## src/dmxd_pkg.sv

```systemverilog
// Shared types and constants for the DMX USB message deframer.
// No dependencies; every other file except dmxd_ram imports this package.
package dmxd_pkg;

  localparam int CHANNELS    = 512;
  localparam int CH_W        = $clog2(CHANNELS);
  localparam int UNI_AW      = CH_W + 1;
  localparam int UNI_DEPTH   = 2 * (2 ** CH_W);
  localparam int IDX_W       = 9;
  localparam int COUNT_W     = 10;
  localparam int LEN_W       = 16;
  localparam int QUEUE_DEPTH = 4;
  localparam int QPTR_W      = $clog2(QUEUE_DEPTH);
  localparam int QCNT_W      = $clog2(QUEUE_DEPTH + 1);

  // Configuration register indexes (paddr[4:2])
  localparam logic [2:0] REG_START        = 3'd0;
  localparam logic [2:0] REG_END          = 3'd1;
  localparam logic [2:0] REG_DMX_LABEL    = 3'd2;
  localparam logic [2:0] REG_SERIAL_LABEL = 3'd3;
  localparam logic [2:0] REG_PORT_LABEL   = 3'd4;
  localparam logic [2:0] REG_START_CODE   = 3'd5;

  typedef enum logic [2:0] {
    EV_READ      = 3'd0,
    EV_DMX       = 3'd1,
    EV_PORTS     = 3'd2,
    EV_SERIAL    = 3'd3,
    EV_OTHER     = 3'd4,
    EV_BAD_LEN   = 3'd5,
    EV_BAD_START = 3'd6,
    EV_SHORT     = 3'd7
  } event_t;

  typedef enum logic [2:0] {
    PH_HUNT,
    PH_LABEL,
    PH_LEN_LO,
    PH_LEN_HI,
    PH_PAYLOAD,
    PH_END
  } phase_t;

  typedef enum logic [1:0] {
    CMD_READ,
    CMD_WRITE,
    CMD_FRAME
  } cmd_kind_t;

  typedef struct packed {
    logic [7:0] start_delim;
    logic [7:0] end_delim;
    logic [7:0] dmx_label;
    logic [7:0] serial_label;
    logic [7:0] port_label;
    logic [7:0] start_code;
  } cfg_t;

  // One queued command from the front end to the back end
  typedef struct packed {
    cmd_kind_t           kind;
    event_t              ev;
    logic [7:0]          label;
    logic [7:0]          data;    // write byte, or first payload byte
    logic [IDX_W-1:0]    chan;    // read index or write channel
    logic [COUNT_W-1:0]  count;   // channel count for an accepted DMX frame
    logic [31:0]         serial;
  } cmd_t;

  typedef struct packed {
    event_t              ev;
    logic [7:0]          value;
    logic [COUNT_W-1:0]  count;
    logic [7:0]          label;
    logic [7:0]          ports;
    logic                known;
    logic [31:0]         serial;
  } res_t;

endpackage

```

## src/dmxd_fifo.sv

```systemverilog
// Short command queue between the deframer front end and back end.
// Depends on dmxd_pkg for cmd_t and the queue depth.
module dmxd_fifo
  import dmxd_pkg::*;
(
  input  logic clk,
  input  logic rst,
  input  logic push,
  input  cmd_t push_data,
  output logic full,
  input  logic pop,
  output cmd_t pop_data,
  output logic empty
);

  cmd_t              slots [QUEUE_DEPTH];
  logic [QPTR_W-1:0] wr_ptr;
  logic [QPTR_W-1:0] rd_ptr;
  logic [QCNT_W-1:0] fill;

  assign full     = (fill == QCNT_W'(QUEUE_DEPTH));
  assign empty    = (fill == '0);
  assign pop_data = slots[rd_ptr];

  always_ff @(posedge clk) begin
    if (push) begin
      slots[wr_ptr] <= push_data;
    end
  end

  always_ff @(posedge clk) begin
    if (rst) begin
      wr_ptr <= '0;
      rd_ptr <= '0;
      fill   <= '0;
    end else begin
      if (push) begin
        wr_ptr <= (wr_ptr == QPTR_W'(QUEUE_DEPTH - 1)) ? '0 : wr_ptr + 1'b1;
      end
      if (pop) begin
        rd_ptr <= (rd_ptr == QPTR_W'(QUEUE_DEPTH - 1)) ? '0 : rd_ptr + 1'b1;
      end
      if (push && !pop) begin
        fill <= fill + 1'b1;
      end else if (pop && !push) begin
        fill <= fill - 1'b1;
      end
    end
  end

endmodule

```

## config.mk

```make
export PLATFORM = sky130hd
export DESIGN_NAME = dmxd_fifo
export DESIGN_NICKNAME = d
export VERILOG_FILES = /design/src/dmxd_pkg.sv /design/src/dmxd_fifo.sv
export SDC_FILE = /design/constraint.sdc
export NUM_CORES = 1
export LEC_CHECK = 0
export BUFFER_PORTS_ARGS = -buffer_cell sky130_fd_sc_hd__buf_4
export CORE_UTILIZATION = 30
export CTS_BUF_LIST = sky130_fd_sc_hd__clkbuf_8
export CTS_CLUSTER_DIAMETER = 60
export DETAILED_ROUTE_END_ITERATION = 7
export GPL_ROUTABILITY_DRIVEN = 0
export PLACE_DENSITY = 0.54
export SLEW_MARGIN = 20
export SYNTH_ARGS = -nofsm -noshare
export SYNTH_HDL_FRONTEND = slang
export SYNTH_SLANG_ARGS = --single-unit
```

## constraint.sdc

```tcl
create_clock -name clk -period 7.8 [get_ports clk]
set_input_delay 0.39 -clock clk [delete_from_list [all_inputs] [get_ports clk]]
set_output_delay 0.39 -clock clk [all_outputs]
set_load 0.02 [all_outputs]
```

==> key figures <==
Status
  – Status: finished, violations left
  – Failing checks: DRC

Route
  – DRT iter0 DRCs: 276
  – Vias: 5208
  – DRT Pass-1 Iters: 6
  – WL/cell: 18.54 µm
  – Post-detailed-route via-to-cell ratio: 4.421
  – Drt drc: 17
  – Post-Route WL: 21840 µm
  – Antenna-violating nets left: 0

Die
  – Die width: 192.7 µm
  – Core region area: 0.03566 mm²
  – Starting density of the core: 30.59%
  – # rows: 69
  – Io pins: 150
  – Die area: 0.03713 mm²
  – Die Span Y: 192.7 µm

Synthesis
  – Syn. warnings: 0
  – Post-synthesis area per instance: 25.97 µm²
  – Yosys cell types: 20
  – Cells after Synth: 420
  – Yosys reg bits: 297
  – Seq/Total Area, Yosys: 80.94%
  – Synthesized area: 0.01091 mm²
  – Total nets after synthesis: 503

Critical path
  – FF-to-FF setup slack: 5610 ps
  – Top cell by count, worst path: buf_4
  – Crit path required time: 7410 ps
  – Arr. time, crit path: 2980 ps
  – Critical path class: flip-flop to output pin
  – Sequence of cells on the critical path: buf_4, mux4_2, buf_4
  – R2R cell count: 3
  – CP Launch Type: flip-flop
  – Slowest stage delay, CP: 790 ps
  – R2R Path Start: wr_ptr[0]$_SDFFE_PP0P_
  – Worst setup path end: pop_data[5]
  – Slowest CP cell: buf_4
  – Worst r2r dst: slots[3][47]$_DFFE_PP_
  – CP endpoint kind: output pin
  – Worst-path fanout max: 41

Final layout
  – Nets: 763
  – Commonest non-fill, non-tap cells in the layout: 288 x edfxtp_1, 154 x buf_4, 70 x mux4_2, 70 x dlygate4sd3_1, 59 x clkbuf_8
  – Most common cell after layout, fill and taps aside: edfxtp_1
  – P&R area growth vs syn: 30.27%
  – Final Non-Filler Cells: 1178
  – Diode count: 0
  – Layout cells sized above 1: 41.84%

Global routing
  – Initial antenna violation count: 0
  – Largest net degree at the start of global routing: 73
  – First-pass GRT wire length: 32550 µm
  – GRT Overall Usage: 11.81%
  – Total grt overflow: 0
  – Vias in the first global route: 5899

CTS
  – Reg clk slew, reported paths: 60 ps
  – TritonCTS Buffers: 49
  – Clock sink count: 297
  – Clock Latency Late Sink: 580 ps
  – Root buf cell: clkbuf_8
  – H-tree Lvls: 2
  – CTS tree: yes
  – Max Buffers Root-to-Sink: 3

Pwr
  – Pwr Density: 255.4 mW/mm²
  – Worst vdd ir: 0.1564 mV
  – Lkg Pwr: 0.004859 µW

STA
  – Fin crit period: 3374 ps
  – Fin. Hold Viols: 0
  – Clock Skew: 14.50 ps
  – Worst slew margin: 41.92%
  – F_max: 0.2964 GHz
  – Pins over their slew limit: 0
  – Slew @ Worst Pin: 871.2 ps
  – RSZ-0062 raised after global routing: no
  – Final setup fails: 0
  – Setup TNS: 0 ps
  – Crit share post-route: 43.25%

Place
  – Placed insts: 1019
  – PortBufs: 149
  – Dpl hpwl: 12550 µm

Job
  – MaxCap Viol Count: 0

Hold path
  – Worst hold path class: input pin to flip-flop
[timing repair]
item | 4_1_cts | 5_1_grt
buffers inserted | 0 | 0
resized for setup | 0 | 0
endpoints found under the hold margin | 280 | 0
hold buffers | 70 | 0
[cell families (layout without fill, tap and decap cells)]
kind of cell | after synthesis | in the layout | share of synthesized area (%)
fa+ha+maj | 7 | 7 | 0.8717
simple gates | 15 | 15 | 0.7111
flops | 297 | 297 | 80.94
compound gates | 3 | 3 | 0.1376
xor+xnor | 2 | 2 | 0.1606
mux | 76 | 76 | 15.30
buf+inv | 20 | 317 | 1.881
[layer usage]
metal,GRT usage (%),up-vias,routed length [µm]
met2,20.06,132,10950
met4,4.179,0,447
li1,-,2328,-
met3,3.091,37,1017
met1,14.44,2711,9422
met5,0,-,0
[through the flow]
step	power, µW	hold slack [ps]	cell area [µm²]	setup WS, ps	util (%)
final	3630	49.51	14210	4426	39.85
after global routing	3769	2.534	14210	4111	39.85
after CTS	3682	0.9547	14180	4222	39.78
after detailed placement	2268	502.9	12470	4853	34.97
after global placement	2252	476.4	12470	4898	34.97
after floorplan	2102	459.1	10910	5130	-
[Yosys cell counts]
library cell    n  area (µm²)
a21oi_1         2       10.01
and2_1          4       25.02
buf_12          7       140.1
buf_2           7       35.03
buf_6           1       11.26
clkbuf_1        1       3.750
dfxtp_1         9       180.2
edfxtp_1      288        8648
fa_1            1       20.02
ha_1            6       75.07
inv_1           4       15.01
mux2i_1         4       40.04
mux4_1          2       52.55
mux4_2         70        1577
nor2_1          7       26.28
nor3_1          1       5.000
nor3b_1         2       15.01
o21ai_0         1       5.000
or3_1           1       6.260
xor2_1          2       17.52
[registers in the layout (all words and copies together), names as in the netlist, named ones only]
register / flops
rd_ptr: 2
fill: 3
slots: 288
wr_ptr: 2
[worst max-delay path, delay by kind of cell, from the launching register on]
kind                   cells  cell delay, ps
buffers and inverters      2             970
multiplexers               1             630
flip-flops                 1             780
[power by group]
group | switching, µW | internal (µW) | total (µW)
Sequential | 30.7 | 1830 | 1860
Clock | 591 | 783 | 1370
Combinational | 203 | 194 | 396
[worst min path at each step]
stage | startpoint | endpoint | slack, ps | depth (start not counted)
after global routing | push_data[11] | slots[1][11]$_DFFE_PP_ | 3 | 1
after detailed placement | fill[2]$_SDFFE_PP0P_ | fill[2]$_SDFFE_PP0P_ | 500 | 2
final | push_data[11] | slots[3][11]$_DFFE_PP_ | 50 | 1
after floorplan | rst | fill[2]$_SDFFE_PP0P_ | 460 | 1
after CTS | push_data[11] | slots[0][11]$_DFFE_PP_ | 1 | 1
after global placement | fill[2]$_SDFFE_PP0P_ | fill[2]$_SDFFE_PP0P_ | 480 | 2
[layout make-up]
class | count | area [µm²]
fillers | 3187 | 21450
flip-flops and latches | 297 | 8836
multi-input cells | 103 | 1884
repair buffers | 225 | 1884
clock buffers | 59 | 812.0
well taps | 461 | 576.8
clock inverters | 29 | 201.4
inverters | 4 | 15.01
No activity file was read; power rests on OpenSTA's default activity.
