==> src/dmxd_pkg.sv <==
// Shared types and constants for the DMX USB message deframer.
// No dependencies; every other file except dmxd_ram imports this package.
package dmxd_pkg;

  localparam int CHANNELS    = 512;
  localparam int CH_W        = $clog2(CHANNELS);
  localparam int UNI_AW      = CH_W + 1;
  localparam int UNI_DEPTH   = 2 * (2 ** CH_W);
  localparam int IDX_W       = 9;
  localparam int COUNT_W     = 10;
  localparam int LEN_W       = 16;
  localparam int QUEUE_DEPTH = 4;
  localparam int QPTR_W      = $clog2(QUEUE_DEPTH);
  localparam int QCNT_W      = $clog2(QUEUE_DEPTH + 1);

  // Configuration register indexes (paddr[4:2])
  localparam logic [2:0] REG_START        = 3'd0;
  localparam logic [2:0] REG_END          = 3'd1;
  localparam logic [2:0] REG_DMX_LABEL    = 3'd2;
  localparam logic [2:0] REG_SERIAL_LABEL = 3'd3;
  localparam logic [2:0] REG_PORT_LABEL   = 3'd4;
  localparam logic [2:0] REG_START_CODE   = 3'd5;

  typedef enum logic [2:0] {
    EV_READ      = 3'd0,
    EV_DMX       = 3'd1,
    EV_PORTS     = 3'd2,
    EV_SERIAL    = 3'd3,
    EV_OTHER     = 3'd4,
    EV_BAD_LEN   = 3'd5,
    EV_BAD_START = 3'd6,
    EV_SHORT     = 3'd7
  } event_t;

  typedef enum logic [2:0] {
    PH_HUNT,
    PH_LABEL,
    PH_LEN_LO,
    PH_LEN_HI,
    PH_PAYLOAD,
    PH_END
  } phase_t;

  typedef enum logic [1:0] {
    CMD_READ,
    CMD_WRITE,
    CMD_FRAME
  } cmd_kind_t;

  typedef struct packed {
    logic [7:0] start_delim;
    logic [7:0] end_delim;
    logic [7:0] dmx_label;
    logic [7:0] serial_label;
    logic [7:0] port_label;
    logic [7:0] start_code;
  } cfg_t;

  // One queued command from the front end to the back end
  typedef struct packed {
    cmd_kind_t           kind;
    event_t              ev;
    logic [7:0]          label;
    logic [7:0]          data;    // write byte, or first payload byte
    logic [IDX_W-1:0]    chan;    // read index or write channel
    logic [COUNT_W-1:0]  count;   // channel count for an accepted DMX frame
    logic [31:0]         serial;
  } cmd_t;

  typedef struct packed {
    event_t              ev;
    logic [7:0]          value;
    logic [COUNT_W-1:0]  count;
    logic [7:0]          label;
    logic [7:0]          ports;
    logic                known;
    logic [31:0]         serial;
  } res_t;

endpackage

==> src/dmxd_front.sv <==
// Front end: accepts items, runs the message phase machine and queues commands.
// Depends on dmxd_pkg for the phase, command and configuration types.
module dmxd_front
  import dmxd_pkg::*;
(
  input  logic             clk,
  input  logic             rst,
  input  cfg_t             cfg,
  input  logic             in_valid,
  output logic             in_ready,
  input  logic             op,
  input  logic [7:0]       rx_byte,
  input  logic [IDX_W-1:0] channel_index,
  input  logic             q_full,
  output logic             push,
  output cmd_t             cmd
);

  phase_t             phase;
  phase_t             phase_next;
  logic [7:0]         label;
  logic [7:0]         label_next;
  logic [LEN_W-1:0]   len;
  logic [LEN_W-1:0]   len_next;
  logic [LEN_W-1:0]   pos;
  logic [LEN_W-1:0]   pos_next;
  logic [7:0]         first;
  logic [7:0]         first_next;
  logic [31:0]        serial_asm;
  logic [31:0]        serial_next;
  logic [LEN_W:0]     pos_inc;
  logic [LEN_W-1:0]   len_m1;
  logic [LEN_W-1:0]   len_full;
  logic               is_dmx;
  logic               store_byte;
  logic               acc;
  event_t             frame_ev;

  assign in_ready = !q_full;
  assign acc      = in_valid && in_ready;
  assign pos_inc  = {1'b0, pos} + 1'b1;
  assign len_m1   = len - 1'b1;
  assign len_full = {rx_byte, len[7:0]};
  assign is_dmx   = (label == cfg.dmx_label);

  // Keep the byte only for a DMX frame of legal size, channels past the limit dropped
  assign store_byte = is_dmx && (len <= LEN_W'(CHANNELS + 2)) &&
                      (pos != '0) && (pos <= LEN_W'(CHANNELS));

  // Classify a completed frame; DMX label wins, then port count, then serial
  always_comb begin
    frame_ev = EV_OTHER;
    priority if (is_dmx) begin
      priority if (len > LEN_W'(CHANNELS + 2)) frame_ev = EV_BAD_LEN;
      else if (len == '0)                      frame_ev = EV_SHORT;
      else if (first != cfg.start_code)        frame_ev = EV_BAD_START;
      else                                     frame_ev = EV_DMX;
    end else if (label == cfg.port_label) begin
      frame_ev = (len == '0) ? EV_SHORT : EV_PORTS;
    end else if (label == cfg.serial_label) begin
      frame_ev = (len < LEN_W'(4)) ? EV_SHORT : EV_SERIAL;
    end else begin
      frame_ev = EV_OTHER;
    end
  end

  always_ff @(posedge clk) begin
    if (rst) begin
      phase      <= PH_HUNT;
      label      <= '0;
      len        <= '0;
      pos        <= '0;
      first      <= '0;
      serial_asm <= '0;
    end else begin
      phase      <= phase_next;
      label      <= label_next;
      len        <= len_next;
      pos        <= pos_next;
      first      <= first_next;
      serial_asm <= serial_next;
    end
  end

  always_comb begin
    phase_next  = phase;
    label_next  = label;
    len_next    = len;
    pos_next    = pos;
    first_next  = first;
    serial_next = serial_asm;
    push        = 1'b0;
    cmd.kind    = CMD_READ;
    cmd.ev      = frame_ev;
    cmd.label   = label;
    cmd.data    = rx_byte;
    cmd.chan    = channel_index;
    cmd.count   = len_m1[COUNT_W-1:0];
    cmd.serial  = (frame_ev == EV_SERIAL) ? serial_asm : '0;
    if (acc) begin
      if (op) begin
        push     = 1'b1;
        cmd.kind = CMD_READ;
      end else begin
        unique case (phase)
          PH_HUNT: begin
            if (rx_byte == cfg.start_delim) phase_next = PH_LABEL;
          end
          PH_LABEL: begin
            label_next = rx_byte;
            phase_next = PH_LEN_LO;
          end
          PH_LEN_LO: begin
            len_next   = {8'h00, rx_byte};
            phase_next = PH_LEN_HI;
          end
          PH_LEN_HI: begin
            len_next    = len_full;
            pos_next    = '0;
            first_next  = '0;
            serial_next = '0;
            phase_next  = (len_full == '0) ? PH_END : PH_PAYLOAD;
          end
          PH_PAYLOAD: begin
            if (pos == '0) first_next = rx_byte;
            if (pos < LEN_W'(4)) serial_next[8*pos[1:0] +: 8] = rx_byte;
            if (store_byte) begin
              push     = 1'b1;
              cmd.kind = CMD_WRITE;
              cmd.chan = IDX_W'(pos - 1'b1);
            end
            pos_next = pos_inc[LEN_W-1:0];
            if (pos_inc >= {1'b0, len}) phase_next = PH_END;
          end
          PH_END: begin
            phase_next = PH_HUNT;
            if (rx_byte == cfg.end_delim) begin
              push     = 1'b1;
              cmd.kind = CMD_FRAME;
              cmd.data = first;
            end
          end
          default: phase_next = PH_HUNT;
        endcase
      end
    end
  end

endmodule

==> config.mk <==
export PLATFORM = sky130hd
export DESIGN_NAME = dmxd_front
export DESIGN_NICKNAME = d
export VERILOG_FILES = /design/src/dmxd_pkg.sv /design/src/dmxd_front.sv
export SDC_FILE = /design/constraint.sdc
export NUM_CORES = 1
export LEC_CHECK = 0
export CAP_MARGIN = 30
export CORE_ASPECT_RATIO = 1.2
export CORE_MARGIN = 10
export CORE_UTILIZATION = 52
export CTS_CLUSTER_SIZE = 14
export DETAILED_ROUTE_END_ITERATION = 10
export DONT_BUFFER_PORTS = 1
export HOLD_SLACK_MARGIN = 0.15
export MAX_ROUTING_LAYER = met4
export PLACE_DENSITY_LB_ADDON = 0.25
export SLEW_MARGIN = 25
export SYNTH_ARGS = -nofsm -noshare
export SYNTH_HDL_FRONTEND = slang
export SYNTH_SLANG_ARGS = --single-unit
==> constraint.sdc <==
create_clock -name clk -period 3.81 [get_ports clk]
set_input_delay 0.5715 -clock clk [delete_from_list [all_inputs] [get_ports clk]]
set_output_delay 0.5715 -clock clk [all_outputs]
set_load 0.05 [all_outputs]
==> impl_metrics.yaml <==
outcome:
  status: "finished clean"
pwr:
  power.density_mw_per_mm2: 293
  switching_share_pct: 24.1
  clockPowerShare_pct: 48.5
  p_sw_mw: 0.452
  p_seq_share_pct: 46.3
  p_leak_nw: 2.65
  vdd_drop_max_mv: 0.199
  p_int_mw: 1.42
  combPwrFrac_pct: 5.3
cts:
  worstSkewPairLatency_ps: 340
  clock_path_buffers: 2
  root_buffer: "clkbuf_16"
  cts_buffers: 9
  cts_tree: "yes"
  cts.sinks: 83
  cts_hold_buffers: 0
  htreeDepth: 3
  clkTransAtPathRegs_ps: 70
synth:
  syn_area_sq_mm: 0.00557
  synth_cell_types: 62
  synth-seq-cells: 83
  yosys-top-cells-area: "dfxtp_1 (30%), xnor2_1 (7.6%), nand2_1 (7.3%)"
  synth_edf_count: 0
  syn_nets: 815
  yosys.cell_count.top_type: "nand2_1"
  synth_top_area_share_pct: 29.8
  yosysSeqAreaShare_pct: 29.8
  yosys.area.top_type: "dfxtp_1"
  synth-async-reset-ratio_pct: 0
  postSynthCellCount: 722
  synth_warnings: 0
  syn_avg_cell_area_sq_um: 7.71
  synthTopCellsByCount: "nand2_1 (108), dfxtp_1 (83), a21oi_1 (64)"
  synthFlopType: "dfxtp_1"
place:
  dp.cells: 862
  postPlaceCellArea_sq_mm: 0.00601
  dpl.hpwl_um: 12300
  numPortBuffers: 0
  place_congestion: 0.878
final_layout:
  nNetsFinal: 841
  n_antenna_cell: 0
  final_design_area_no_fill_sq_mm: 0.00640
  drive_above_1_share_pct: 15.1
  final_cell_count_no_fill: 882
  syn2layout_area_growth_pct: 14.9
sta:
  rsz0062_at_grt: "false"
  fin_crit_ps: 3700
  finalHoldViolCount: 0
  slew_viol_final: 0
  clock_skew_ps: 10.3
  finalCritPeriodShare_pct: 97.2
  finalSetupViolations: 0
  tightest_slew_ps: 898
  fmax_ghz: 0.270
  setup_tns_ps: 0
  relSlewSlack_pct: 39.7
drt:
  drt-total-wl_um: 17000
  firstDrtPassIters: 6
  ant_nets: 0
  drc: 0
  drt_iter0_drc: 437
  vias_per_cell: 5.99
  routed_wire_length_per_instance_um: 19.3
  num_vias: 5286
die:
  die-height_um: 133
  die_area_sq_mm: 0.0153
  die_x_um: 114
  design.core.area_sq_mm: 0.0105
  num_rows: 41
  num_io_pins: 144
  start_util_pct: 52.9
global_route:
  grt_max_degree: 85
  grtUsageTotal_pct: 21.6
  grt_pass1_wl_um: 26400
  antenna_found_initial: 0
  overflow: 0
  grt_pass1_vias: 5080
critical_path:
  reg2reg_from: "pos[1]"
  endpoint_kind: "output pin"
  rr_endpoint: "phase[1]"
  r2r_setup_slack_ps: 580
  required_ps: 3240
  start_kind: "register"
  crit_path_max_incr_delay_ps: 570
  cp.arrival_ps: 3130
  crit_top_cell: "or4_4"
  ff2ff_path_depth: 10
  worst-path-max-fanout: 17
  cp_slowest_cell: "or4_4"
  worst-setup-path-type: "register to output pin"
  path_cells: "or4_4, or4_4, a211oi_4, nand2_1, o22ai_4, buf_12, and3_1, buf_4"
min_path:
  whs_path_depth: 1
  hold_class: "primary input to register"
  min_to: "serial_asm[1]"
  hold_start: "rst"
run:
  maxCapViolations: 0
[cells in the final DEF (no fill, tap or decap), types with 3 or more instances in the layout]
| cell type | Yosys | final |
|---|---|---|
| a21oi_1 | 64 | 64 |
| a22oi_1 | 10 | 10 |
| a311oi_1 | 3 | 3 |
| and2_1 | 5 | 5 |
| and3_1 | 34 | 34 |
| and4_1 | 5 | 5 |
| buf_4 | 1 | 60 |
| clkbuf_16 | 0 | 9 |
| dfxtp_1 | 83 | 83 |
| ha_1 | 23 | 23 |
| inv_1 | 26 | 26 |
| mux2_4 | 8 | 8 |
| mux2i_1 | 16 | 16 |
| nand2_1 | 108 | 108 |
| nand3_1 | 51 | 51 |
| nand4_1 | 14 | 14 |
| nor2_1 | 53 | 53 |
| nor3_1 | 12 | 12 |
| nor3b_1 | 5 | 5 |
| nor4_1 | 12 | 9 |
| nor4b_1 | 4 | 4 |
| o211ai_1 | 6 | 6 |
| o21ai_0 | 8 | 8 |
| or2_2 | 6 | 6 |
| xnor2_1 | 48 | 46 |
| xor2_1 | 29 | 29 |
[how the worst max path moves through the flow]
stage            from      end  slack, ps  cells past startpoint
3_3_place_gp   len[2]  cmd[27]        480                      7
3_5_place_dp   len[2]  cmd[29]        350                      7
5_1_grt        len[2]  cmd[19]         40                      8
6_report       len[2]  cmd[27]        110                      8
4_1_cts        len[2]  cmd[29]        -20                      7
2_1_floorplan  q_full  cmd[51]        280                      5
[registers in the layout (all words and copies together), names as in the netlist]
name,flops
serial_asm,32
pos,16
label,8
first,8
phase,3
len,16
[kinds of logic (layout without fill, tap and decap cells)]
kind of cell	after synthesis	count (layout)	share of synthesized area, %
adders and majority gates	23	23	5.17
buffers and inverters	76	106	5.69
muxes	25	25	5.24
and+or+nand+nor	325	325	29.2
xor gates and xnor gates	77	77	12.1
DFF	83	83	29.8
AOI/OAI and AO/OA	113	114	12.8
[power groups by stage]
stage,Combinational [mW],Clock (mW),Sequential (mW)
3_3_place_gp,0.0976,0,0.887
2_1_floorplan,0.109,0,0.887
6_report,0.0993,0.909,0.867
5_1_grt,0.105,0.952,0.867
3_5_place_dp,0.0992,0,0.887
4_1_cts,0.0998,0.915,0.867
[final cells by class]
cell class / instances / area [sq um]
inverter: 27 / 101
tap: 129 / 161
clock buffer: 9 / 225
multi-input combinational: 564 / 3670
clock inverter: 7 / 83.8
timing repair buffer: 63 / 498
fill: 926 / 4120
sequential: 83 / 1660
[worst max-delay path, delay by kind of cell (launching register included)]
family                 cells  cell delay, ps
AOI/OAI and AO/OA          2             580
DFF                        1             360
and+or+nand+nor            4            1490
buffers and inverters      2             360
[routing by layer]
metal / track usage, % / up-vias / share of wire, %
met4: 8.09 / 0 / 2.0
met3: 4.63 / 24 / 8.3
li1: - / 2559 / -
met1: 26.0 / 2476 / 41
met5: - / - / 0
met2: 34.3 / 227 / 49
[timing repair]
| action | 4_1_cts | 5_1_grt |
|---|---|---|
| hold endpoints to repair | 0 | 0 |
| pin swaps | 0 | 2 |
| cloned | 0 | 1 |
| resized for setup | 0 | 2 |
| buffers inserted | 0 | 2 |
| endpoints found under the setup margin | 4 | 32 |
[stage by stage]
| step | utilization, % | worst slack [ps] | power [mW] | hold slack (ps) |
|---|---|---|---|---|
| final | 60.8 | 106 | 1.88 | 296 |
| after global placement | 57.0 | 479 | 0.985 | 430 |
| after global routing | 60.8 | 37.9 | 1.92 | 300 |
| after detailed placement | 57.1 | 350 | 0.986 | 436 |
| after floorplan | - | 280 | 0.997 | 427 |
| after CTS | 60.0 | -15.3 | 1.88 | 293 |
Power figures use the tool's default switching activity.
